### src/llpo_pkg.sv
package llpo_pkg;

    localparam int NUM_PORTS  = 16;
    localparam int MAX_CAND   = 8;
    localparam int LOAD_W     = 16;
    localparam int PORT_W     = 4;
    localparam int CNT_W      = 4;
    localparam int POS_W      = 3;
    localparam int FUNC_W     = 2;
    localparam int NUM_FIELDS = 8;
    localparam int PIDX_W     = $clog2(NUM_PORTS);
    localparam int CIDX_W     = $clog2(MAX_CAND);

    localparam logic [FUNC_W-1:0] FUNC_ORDER = 2'd0;
    localparam logic [FUNC_W-1:0] FUNC_ISSUE = 2'd1;
    localparam logic [FUNC_W-1:0] FUNC_CLEAR = 2'd2;

    localparam logic [LOAD_W-1:0] LOAD_MAX = '1;

    typedef enum logic [1:0] {
        OP_ORDER,
        OP_ISSUE,
        OP_CLEAR
    } op_t;

    typedef enum logic [2:0] {
        ST_IDLE,
        ST_ISSUE_RD,
        ST_ISSUE_WR,
        ST_LOAD_RD,
        ST_RANK,
        ST_EMIT
    } state_t;

    typedef struct packed {
        op_t                              op;
        logic [PORT_W-1:0]                port;
        logic [CNT_W-1:0]                 count;
        logic [MAX_CAND-1:0][PORT_W-1:0]  cand;
    } cmd_t;

    function automatic logic tracked(input logic [PORT_W-1:0] p);
        return 32'(p) < NUM_PORTS;
    endfunction

endpackage

### src/llpo_ram.sv
module llpo_ram #(
    parameter int WIDTH = 16,
    parameter int DEPTH = 16
) (
    input  logic                     clk,
    input  logic                     we,
    input  logic [$clog2(DEPTH)-1:0] waddr,
    input  logic [WIDTH-1:0]         wdata,
    input  logic [$clog2(DEPTH)-1:0] raddr,
    output logic [WIDTH-1:0]         rdata
);

    logic [WIDTH-1:0] mem [DEPTH];
    logic [WIDTH-1:0] rdata_reg;

    always_ff @(posedge clk)
    begin
        if (we)
        begin
            mem[waddr] <= wdata;
        end
        rdata_reg <= mem[raddr];
    end

    assign rdata = rdata_reg;

endmodule

### src/llpo_front.sv
module llpo_front (
    input  logic                          clk,
    input  logic                          rst_n,
    input  logic                          in_valid,
    output logic                          in_ready,
    input  logic [llpo_pkg::FUNC_W-1:0]   func,
    input  logic [llpo_pkg::PORT_W-1:0]   issued_port,
    input  logic [llpo_pkg::CNT_W-1:0]    cand_count,
    input  logic [llpo_pkg::PORT_W-1:0]   cand_port_0,
    input  logic [llpo_pkg::PORT_W-1:0]   cand_port_1,
    input  logic [llpo_pkg::PORT_W-1:0]   cand_port_2,
    input  logic [llpo_pkg::PORT_W-1:0]   cand_port_3,
    input  logic [llpo_pkg::PORT_W-1:0]   cand_port_4,
    input  logic [llpo_pkg::PORT_W-1:0]   cand_port_5,
    input  logic [llpo_pkg::PORT_W-1:0]   cand_port_6,
    input  logic [llpo_pkg::PORT_W-1:0]   cand_port_7,
    output logic                          cmd_valid,
    output llpo_pkg::cmd_t                cmd,
    input  logic                          cmd_pop
);

    import llpo_pkg::*;

    logic [NUM_FIELDS-1:0][PORT_W-1:0] all_cand;
    cmd_t                              in_cmd;
    logic                              keep;
    logic                              push;
    cmd_t                              q_reg [2];
    logic                              wr_ptr_reg;
    logic                              wr_ptr_next;
    logic                              rd_ptr_reg;
    logic                              rd_ptr_next;
    logic [1:0]                        fill_reg;
    logic [1:0]                        fill_next;

    assign all_cand = {cand_port_7, cand_port_6, cand_port_5, cand_port_4,
                       cand_port_3, cand_port_2, cand_port_1, cand_port_0};

    // classify; drop unused codes and empty requests
    always_comb
    begin
        in_cmd.port  = issued_port;
        in_cmd.count = (32'(cand_count) > MAX_CAND) ? CNT_W'(MAX_CAND) : cand_count;
        for (int i = 0; i < MAX_CAND; i++)
        begin
            in_cmd.cand[i] = all_cand[i];
        end
        in_cmd.op = OP_ORDER;
        keep      = 1'b0;
        case (func)
            FUNC_ORDER:
            begin
                in_cmd.op = OP_ORDER;
                keep      = cand_count != '0;
            end
            FUNC_ISSUE:
            begin
                in_cmd.op = OP_ISSUE;
                keep      = 1'b1;
            end
            FUNC_CLEAR:
            begin
                in_cmd.op = OP_CLEAR;
                keep      = 1'b1;
            end
            default:
            begin
                keep = 1'b0;
            end
        endcase
    end

    assign in_ready  = fill_reg != 2'd2;
    assign push      = in_valid && in_ready && keep;
    assign cmd_valid = fill_reg != 2'd0;
    assign cmd       = q_reg[rd_ptr_reg];

    always_comb
    begin
        wr_ptr_next = push ? !wr_ptr_reg : wr_ptr_reg;
        rd_ptr_next = cmd_pop ? !rd_ptr_reg : rd_ptr_reg;
        case ({push, cmd_pop})
            2'b10:   fill_next = fill_reg + 2'd1;
            2'b01:   fill_next = fill_reg - 2'd1;
            default: fill_next = fill_reg;
        endcase
    end

    always_ff @(posedge clk or negedge rst_n)
    begin
        if (!rst_n)
        begin
            wr_ptr_reg <= 1'b0;
            rd_ptr_reg <= 1'b0;
            fill_reg   <= 2'd0;
        end
        else
        begin
            wr_ptr_reg <= wr_ptr_next;
            rd_ptr_reg <= rd_ptr_next;
            fill_reg   <= fill_next;
        end
    end

    always_ff @(posedge clk)
    begin
        if (push)
        begin
            q_reg[wr_ptr_reg] <= in_cmd;
        end
    end

endmodule

### src/llpo_back.sv
module llpo_back (
    input  logic                        clk,
    input  logic                        rst_n,
    input  logic                        greedy_mode,
    input  logic                        cmd_valid,
    input  llpo_pkg::cmd_t              cmd,
    output logic                        cmd_pop,
    output logic                        out_valid,
    input  logic                        out_ready,
    output logic [llpo_pkg::PORT_W-1:0] ordered_port,
    output logic [llpo_pkg::POS_W-1:0]  position,
    output logic                        last_of_run
);

    import llpo_pkg::*;

    state_t                 state_reg;
    state_t                 state_next;
    cmd_t                   cmd_reg;
    cmd_t                   cmd_next;
    logic [CNT_W-1:0]       idx_reg;
    logic [CNT_W-1:0]       idx_next;
    logic [LOAD_W-1:0]      load_reg [MAX_CAND];
    logic [LOAD_W-1:0]      load_next [MAX_CAND];
    logic [PORT_W-1:0]      sorted_reg [MAX_CAND];
    logic [PORT_W-1:0]      sorted_next [MAX_CAND];
    logic [NUM_PORTS-1:0]   ld_valid_reg;
    logic [NUM_PORTS-1:0]   ld_valid_next;
    logic                   rd_ok_reg;
    logic                   rd_ok_next;
    logic                   out_valid_reg;
    logic                   out_valid_next;
    logic [PORT_W-1:0]      out_port_reg;
    logic [PORT_W-1:0]      out_port_next;
    logic [POS_W-1:0]       out_pos_reg;
    logic [POS_W-1:0]       out_pos_next;
    logic                   out_last_reg;
    logic                   out_last_next;

    logic                   ram_we;
    logic [PIDX_W-1:0]      ram_waddr;
    logic [LOAD_W-1:0]      ram_wdata;
    logic [PIDX_W-1:0]      ram_raddr;
    logic [LOAD_W-1:0]      ram_rdata;

    logic [LOAD_W-1:0]      rd_load;
    logic                   out_free;
    logic                   last_idx;
    logic [CIDX_W-1:0]      cur;
    logic [PORT_W-1:0]      load_port;
    logic [PIDX_W-1:0]      load_addr;
    logic [CNT_W-1:0]       rank;

    llpo_ram #(
        .WIDTH (LOAD_W),
        .DEPTH (NUM_PORTS)
    ) u_load_ram (
        .clk   (clk),
        .we    (ram_we),
        .waddr (ram_waddr),
        .wdata (ram_wdata),
        .raddr (ram_raddr),
        .rdata (ram_rdata)
    );

    assign rd_load   = rd_ok_reg ? ram_rdata : '0;
    assign out_free  = !out_valid_reg || out_ready;
    assign last_idx  = idx_reg == (cmd_reg.count - CNT_W'(1));
    assign cur       = idx_reg[CIDX_W-1:0];
    assign load_port = cmd_reg.cand[cur];
    assign load_addr = PIDX_W'(load_port);

    // stable rank: lighter entries, or equal ones earlier in the list
    always_comb
    begin
        rank = '0;
        for (int j = 0; j < MAX_CAND; j++)
        begin
            if (CNT_W'(j) < cmd_reg.count && CNT_W'(j) != idx_reg)
            begin
                if (load_reg[j] < load_reg[cur] ||
                    (load_reg[j] == load_reg[cur] && CNT_W'(j) < idx_reg))
                begin
                    rank = rank + CNT_W'(1);
                end
            end
        end
    end

    always_comb
    begin
        state_next = state_reg;
        case (state_reg)
            ST_IDLE:
            begin
                if (cmd_valid)
                begin
                    case (cmd.op)
                        OP_ISSUE:
                            state_next = tracked(cmd.port) ? ST_ISSUE_RD : ST_IDLE;
                        OP_ORDER:
                            state_next = (greedy_mode || cmd.count == CNT_W'(1)) ?
                                         ST_EMIT : ST_LOAD_RD;
                        default:
                            state_next = ST_IDLE;
                    endcase
                end
            end
            ST_ISSUE_RD:
                state_next = ST_ISSUE_WR;
            ST_ISSUE_WR:
                state_next = ST_IDLE;
            ST_LOAD_RD:
            begin
                if (idx_reg == cmd_reg.count)
                begin
                    state_next = ST_RANK;
                end
            end
            ST_RANK:
            begin
                if (last_idx)
                begin
                    state_next = ST_EMIT;
                end
            end
            ST_EMIT:
            begin
                if (out_free && last_idx)
                begin
                    state_next = ST_IDLE;
                end
            end
            default:
                state_next = ST_IDLE;
        endcase
    end

    always_comb
    begin
        cmd_pop        = 1'b0;
        cmd_next       = cmd_reg;
        idx_next       = idx_reg;
        load_next      = load_reg;
        sorted_next    = sorted_reg;
        ld_valid_next  = ld_valid_reg;
        rd_ok_next     = rd_ok_reg;
        out_valid_next = out_valid_reg && !out_ready;
        out_port_next  = out_port_reg;
        out_pos_next   = out_pos_reg;
        out_last_next  = out_last_reg;
        ram_we         = 1'b0;
        ram_waddr      = PIDX_W'(cmd_reg.port);
        ram_raddr      = PIDX_W'(cmd_reg.port);
        ram_wdata      = (rd_load == LOAD_MAX) ? rd_load : rd_load + LOAD_W'(1);
        case (state_reg)
            ST_IDLE:
            begin
                if (cmd_valid)
                begin
                    cmd_pop  = 1'b1;
                    cmd_next = cmd;
                    idx_next = '0;
                    if (cmd.op == OP_CLEAR)
                    begin
                        ld_valid_next = '0;
                    end
                    if (cmd.op == OP_ORDER)
                    begin
                        for (int i = 0; i < MAX_CAND; i++)
                        begin
                            sorted_next[i] = cmd.cand[i];
                        end
                    end
                end
            end
            ST_ISSUE_RD:
            begin
                rd_ok_next = ld_valid_reg[PIDX_W'(cmd_reg.port)];
            end
            ST_ISSUE_WR:
            begin
                ram_we                   = 1'b1;
                ld_valid_next[ram_waddr] = 1'b1;
            end
            ST_LOAD_RD:
            begin
                ram_raddr  = load_addr;
                rd_ok_next = tracked(load_port) && ld_valid_reg[load_addr];
                if (idx_reg != '0)
                begin
                    load_next[CIDX_W'(idx_reg - CNT_W'(1))] = rd_load;
                end
                idx_next = (idx_reg == cmd_reg.count) ? '0 : idx_reg + CNT_W'(1);
            end
            ST_RANK:
            begin
                sorted_next[rank[CIDX_W-1:0]] = cmd_reg.cand[cur];
                idx_next = last_idx ? '0 : idx_reg + CNT_W'(1);
            end
            ST_EMIT:
            begin
                if (out_free)
                begin
                    out_valid_next = 1'b1;
                    out_port_next  = sorted_reg[cur];
                    out_pos_next   = POS_W'(idx_reg);
                    out_last_next  = last_idx;
                    idx_next       = idx_reg + CNT_W'(1);
                end
            end
            default:
            begin
                cmd_pop = 1'b0;
            end
        endcase
    end

    always_ff @(posedge clk or negedge rst_n)
    begin
        if (!rst_n)
        begin
            state_reg     <= ST_IDLE;
            idx_reg       <= '0;
            ld_valid_reg  <= '0;
            rd_ok_reg     <= 1'b0;
            out_valid_reg <= 1'b0;
        end
        else
        begin
            state_reg     <= state_next;
            idx_reg       <= idx_next;
            ld_valid_reg  <= ld_valid_next;
            rd_ok_reg     <= rd_ok_next;
            out_valid_reg <= out_valid_next;
        end
    end

    always_ff @(posedge clk)
    begin
        cmd_reg      <= cmd_next;
        load_reg     <= load_next;
        sorted_reg   <= sorted_next;
        out_port_reg <= out_port_next;
        out_pos_reg  <= out_pos_next;
        out_last_reg <= out_last_next;
    end

    assign out_valid    = out_valid_reg;
    assign ordered_port = out_port_reg;
    assign position     = out_pos_reg;
    assign last_of_run  = out_last_reg;

    a_pop_idle: assert property (@(posedge clk) disable iff (!rst_n)
        cmd_pop |-> (state_reg == ST_IDLE && cmd_valid))
        else $error("command popped outside idle");

    a_clear_all: assert property (@(posedge clk) disable iff (!rst_n)
        (cmd_pop && cmd.op == OP_CLEAR) |=> (ld_valid_reg == '0))
        else $error("clear left a load valid");

    a_load_idx: assert property (@(posedge clk) disable iff (!rst_n)
        (state_reg == ST_LOAD_RD) |-> (idx_reg <= cmd_reg.count))
        else $error("load read index past candidate count");

    a_last_out: assert property (@(posedge clk) disable iff (!rst_n)
        (state_reg == ST_EMIT && out_free && last_idx) |=>
            (out_valid_reg && out_last_reg && state_reg == ST_IDLE))
        else $error("final item of an ordering not marked");

endmodule

### src/least_loaded_port_orderer_core.sv
// Issue: a load read, then a write-back; clear: at pop; items queue two deep ahead
// of the back end. Order of n candidates, greedy or n of 1: n results, one per cycle
// while out_ready allows. Sorted by load: a load read per candidate, then n rank
// steps, then n results likewise; the load memory has a single read port.
// Reset clears every load through its valid bit at once and sets greedy_mode to 0.
module least_loaded_port_orderer_core (
    input  logic                        clk,
    input  logic                        rst_n,
    input  logic                        cfg_we,
    input  logic                        cfg_wdata,
    input  logic                        in_valid,
    output logic                        in_ready,
    input  logic [llpo_pkg::FUNC_W-1:0] func,
    input  logic [llpo_pkg::PORT_W-1:0] issued_port,
    input  logic [llpo_pkg::CNT_W-1:0]  cand_count,
    input  logic [llpo_pkg::PORT_W-1:0] cand_port_0,
    input  logic [llpo_pkg::PORT_W-1:0] cand_port_1,
    input  logic [llpo_pkg::PORT_W-1:0] cand_port_2,
    input  logic [llpo_pkg::PORT_W-1:0] cand_port_3,
    input  logic [llpo_pkg::PORT_W-1:0] cand_port_4,
    input  logic [llpo_pkg::PORT_W-1:0] cand_port_5,
    input  logic [llpo_pkg::PORT_W-1:0] cand_port_6,
    input  logic [llpo_pkg::PORT_W-1:0] cand_port_7,
    output logic                        out_valid,
    input  logic                        out_ready,
    output logic [llpo_pkg::PORT_W-1:0] ordered_port,
    output logic [llpo_pkg::POS_W-1:0]  position,
    output logic                        last_of_run
);

    import llpo_pkg::*;

    logic greedy_mode_reg;
    logic greedy_mode_next;
    logic cmd_valid;
    cmd_t cmd;
    logic cmd_pop;

    assign greedy_mode_next = cfg_we ? cfg_wdata : greedy_mode_reg;

    always_ff @(posedge clk or negedge rst_n)
    begin
        if (!rst_n)
        begin
            greedy_mode_reg <= 1'b0;
        end
        else
        begin
            greedy_mode_reg <= greedy_mode_next;
        end
    end

    llpo_front u_front (
        .clk         (clk),
        .rst_n       (rst_n),
        .in_valid    (in_valid),
        .in_ready    (in_ready),
        .func        (func),
        .issued_port (issued_port),
        .cand_count  (cand_count),
        .cand_port_0 (cand_port_0),
        .cand_port_1 (cand_port_1),
        .cand_port_2 (cand_port_2),
        .cand_port_3 (cand_port_3),
        .cand_port_4 (cand_port_4),
        .cand_port_5 (cand_port_5),
        .cand_port_6 (cand_port_6),
        .cand_port_7 (cand_port_7),
        .cmd_valid   (cmd_valid),
        .cmd         (cmd),
        .cmd_pop     (cmd_pop)
    );

    llpo_back u_back (
        .clk          (clk),
        .rst_n        (rst_n),
        .greedy_mode  (greedy_mode_reg),
        .cmd_valid    (cmd_valid),
        .cmd          (cmd),
        .cmd_pop      (cmd_pop),
        .out_valid    (out_valid),
        .out_ready    (out_ready),
        .ordered_port (ordered_port),
        .position     (position),
        .last_of_run  (last_of_run)
    );

endmodule
### config.mk
export PLATFORM = sky130hd
export DESIGN_NAME = least_loaded_port_orderer_core
export DESIGN_NICKNAME = d
export VERILOG_FILES = /design/src/llpo_pkg.sv /design/src/llpo_ram.sv /design/src/llpo_front.sv /design/src/llpo_back.sv /design/src/least_loaded_port_orderer_core.sv
export SDC_FILE = /design/constraint.sdc
export NUM_CORES = 1
export LEC_CHECK = 0
export ABC_AREA = 1
export BUFFER_PORTS_ARGS = -buffer_cell sky130_fd_sc_hd__buf_2
export CAP_MARGIN = 20
export CORE_UTILIZATION = 55
export DETAILED_ROUTE_END_ITERATION = 8
export GPL_TIMING_DRIVEN = 0
export PLACE_DENSITY = 0.85
export SYNTH_ARGS = -nofsm -noshare
export SYNTH_HDL_FRONTEND = slang
export SYNTH_SLANG_ARGS = --single-unit
### constraint.sdc
create_clock -name clk -period 6.5 [get_ports clk]
set_input_delay 1.3 -clock clk [delete_from_list [all_inputs] [get_ports clk]]
set_output_delay 1.3 -clock clk [all_outputs]
set_load 0.005 [all_outputs]
==> reports/metrics.cfg <==
[final_layout]
layout.nets=3102
final_area_um2=33900
largest_reg_flops=256
drive_above_1_share_pct=17.9
fin_cells=3631
synthToLayoutAreaGrowth_pct=20.1
fill_cells=3311

[global_routing]
gr-usage-met3_pct=7.27
use_met1_pct=39.5
grt_use_total_pct=31.3
top_usage_layer=met2
overflow=0
grt_pass1_wl_mm=124
antenna_found_initial=4
grt.met2_usage_pct=50.3
first_global_vias=21800
grt_max_degree=32

[worst_hold_path]
hold_depth=2
hold_path.class=flip-flop to flip-flop
min_from=u_front.q_reg[1][39]

[cts]
cts_tree=yes
root_buffer=clkbuf_16
cts_buffer_depth=3
h-tree-depth=2
path_clk_slew_ps=60
cts_buffers=57
cts_sinks=594
clock_latency_ps=660

[floorplanning]
die_h_um=229
start_util_pct=56.1
die_w_um=229
dieArea_um2=52300
fp-row-count=82
ioPinCount=58
core-area_um2=50400

[synthesis]
synth_seq_cells=594
seq_area_frac_synth_pct=62.1
yosysTopAreaCell=edfxtp_1
synth_edf_count=548
yosysWarnings=0
ys.flop_type=edfxtp_1
async_reset_ff_share_pct=5.05
syn-num-nets=2859
synth.area.top_cells=edfxtp_1, nand2_1, ha_1
synth_cells=2664
synth.distinct_cells=50
netlist.area_leader.share_pct=58.3
synthesis.area_um2=28200
postSynthAreaPerCell_um2=10.6

[worst_setup_path]
crit_start=u_back.idx_reg[2]
crit_fanout=10
critPathMaxStageDelay_ps=370
end_kind=flip-flop
crit_required_ps=6820
startpoint_type=flip-flop
crit_arrival_ps=7330
timing.rr.start=u_back.idx_reg[2]
crit_type=flip-flop to flip-flop
worstRegToRegCells=48
cpMaxStageDelayCell=dfrtp_1

[sta]
setup_viol=64
fin_setup_tns_ps=-24280
fmax_mhz=143
finalClockSkew_ps=29.7
worst_pin_slew_ps=1190
hold_viol_final=0
fin_ws_ps=-504
drv_slew=0
rsz0062_at_grt=true
slew_headroom_pct=19.9
finalCritPeriodShare_pct=108
holdWs_ps=520
post-route-min-period_ps=7000

[placement]
dp_hpwl_mm=55.7
pre_cts_ws_ps=-2020
routabilityCongestion=0.981
place_area_um2=30000
port_buffers=57
dp_cells=3426

[routing]
drc_errors=0
routed-via-count=22800
wl_per_cell_um=23.5
drt_iter0_markers=3445
viasPerCell=6.27
firstDrtPassIters=8
postRouteAntennaNets=0
wl_mm=85.4

[outcome]
status=complete, but fails checks
violations=setup timing

[power]
ir_drop_uv=592
power.density_nw_per_um2=577
leakage_nw=13.6

[run]
maxCapViolCount=0

-- path summary, 6_finish.rpt --
kind,endpoint,slack (ps)
setup / recovery,u_back.sorted_reg[29],-500
hold / removal,u_back.ram_waddr[3],520
setup reg to reg,u_back.sorted_reg[29],-500
hold reg to reg,u_back.ram_waddr[3],520
max in group asynchronous,u_back.idx_reg[0],5150
min in group asynchronous,u_back.out_valid,760
-- cell type report --
class,count,area (um2),area share [%]
flip-flops and latches,594,17500,51.7
plain buffers,101,701,2.07
clock inverters,33,308,0.907
diodes,3,7.51,0.0221
inverters,305,1160,3.41
repair buffers,189,1540,4.55
multi-input cells,1659,10300,30.4
well taps,672,841,2.48
clock buffers,75,1520,4.49
-- per-stage QoR --
| stage | util, % | power, mW |
|---|---|---|
| after detailed placement | 59.6 | 12.8 |
| after global placement | 58.6 | 12.4 |
| after CTS | 65.5 | 17.6 |
| after floorplan | - | 10.4 |
| after global routing | 67.3 | 20.3 |
| final | 67.3 | 19.6 |
-- power breakdown --
group | switching (mW) | internal [mW] | total, mW
logic | 7.14 | 3.75 | 10.9
registers | 0.192 | 5.20 | 5.39
clock network | 1.47 | 1.82 | 3.29
-- timing repair --
action	4_1_cts	5_1_grt
pin swaps	46	64
gates resized for setup	170	141
cloned	2	1
hold buffers	0	0
setup buffers	57	40
setup endpoints to repair	64	64
-- logic make-up (layout without fill, tap and decap cells) --
family | after synthesis | count (layout) | share of synthesized area [%]
other | 0 | 3 | 0
adder cells (fa/ha/maj) | 147 | 147 | 6.51
buffers and inverters | 411 | 703 | 5.64
multiplexers | 3 | 3 | 0.111
XOR/XNOR | 24 | 24 | 0.744
AND/OR/NAND/NOR | 914 | 914 | 13.5
flip-flops | 594 | 594 | 62.1
AO/OA/AOI/OAI | 571 | 571 | 11.4
-- routing by layer --
layer / routed length [um] / part of all wire [%]
met2: 39300 / 46
met5: 13 / 0.015
met3: 11000 / 13
met1: 29900 / 35
met4: 5290 / 6.2
-- cells in the final DEF, fill, tap and decap left out, drive strengths merged, types with 7 or more instances in the layout --
cell type and instances:
nor3 20, edfxtp 548, nand2 514, a32o 7, dfrtp 30, clkbuf 140
o211ai 67, clkinv 26, nand3 154, a21oi 220, nor2 206, buf 225
inv 305, o21ai 201, o22ai 42, nand4 13, ha 147, o221ai 9
xor2 18, dfxtp 16
-- critical path: cells and delay by family (launching register included) --
family,cells,cell delay [ps]
buffers and inverters,10,940
xor gates and xnor gates,1,250
AOI/OAI and AO/OA,8,1310
adders and majority gates,8,1900
and+or+nand+nor,21,1850
DFF,1,370
-- synth_stat cells (3+ instances only) --
master	instances
a21o_1	4
a21oi_1	220
a22oi_1	3
a31oi_1	4
a32o_1	7
buf_1	9
buf_2	22
buf_4	4
clkbuf_1	70
dfrtp_1	30
dfxtp_1	16
edfxtp_1	548
ha_1	147
inv_1	300
inv_2	3
nand2_1	507
nand2_2	6
nand3_1	141
nand3_2	13
nand4_1	13
nor2_1	201
nor2_2	3
nor3_1	20
o211ai_1	67
o21a_1	3
o21ai_0	196
o21ai_1	3
o221ai_1	9
o22ai_1	42
or2_2	4
xnor2_1	6
xor2_1	18
No activity file was read; power rests on OpenSTA's default activity.
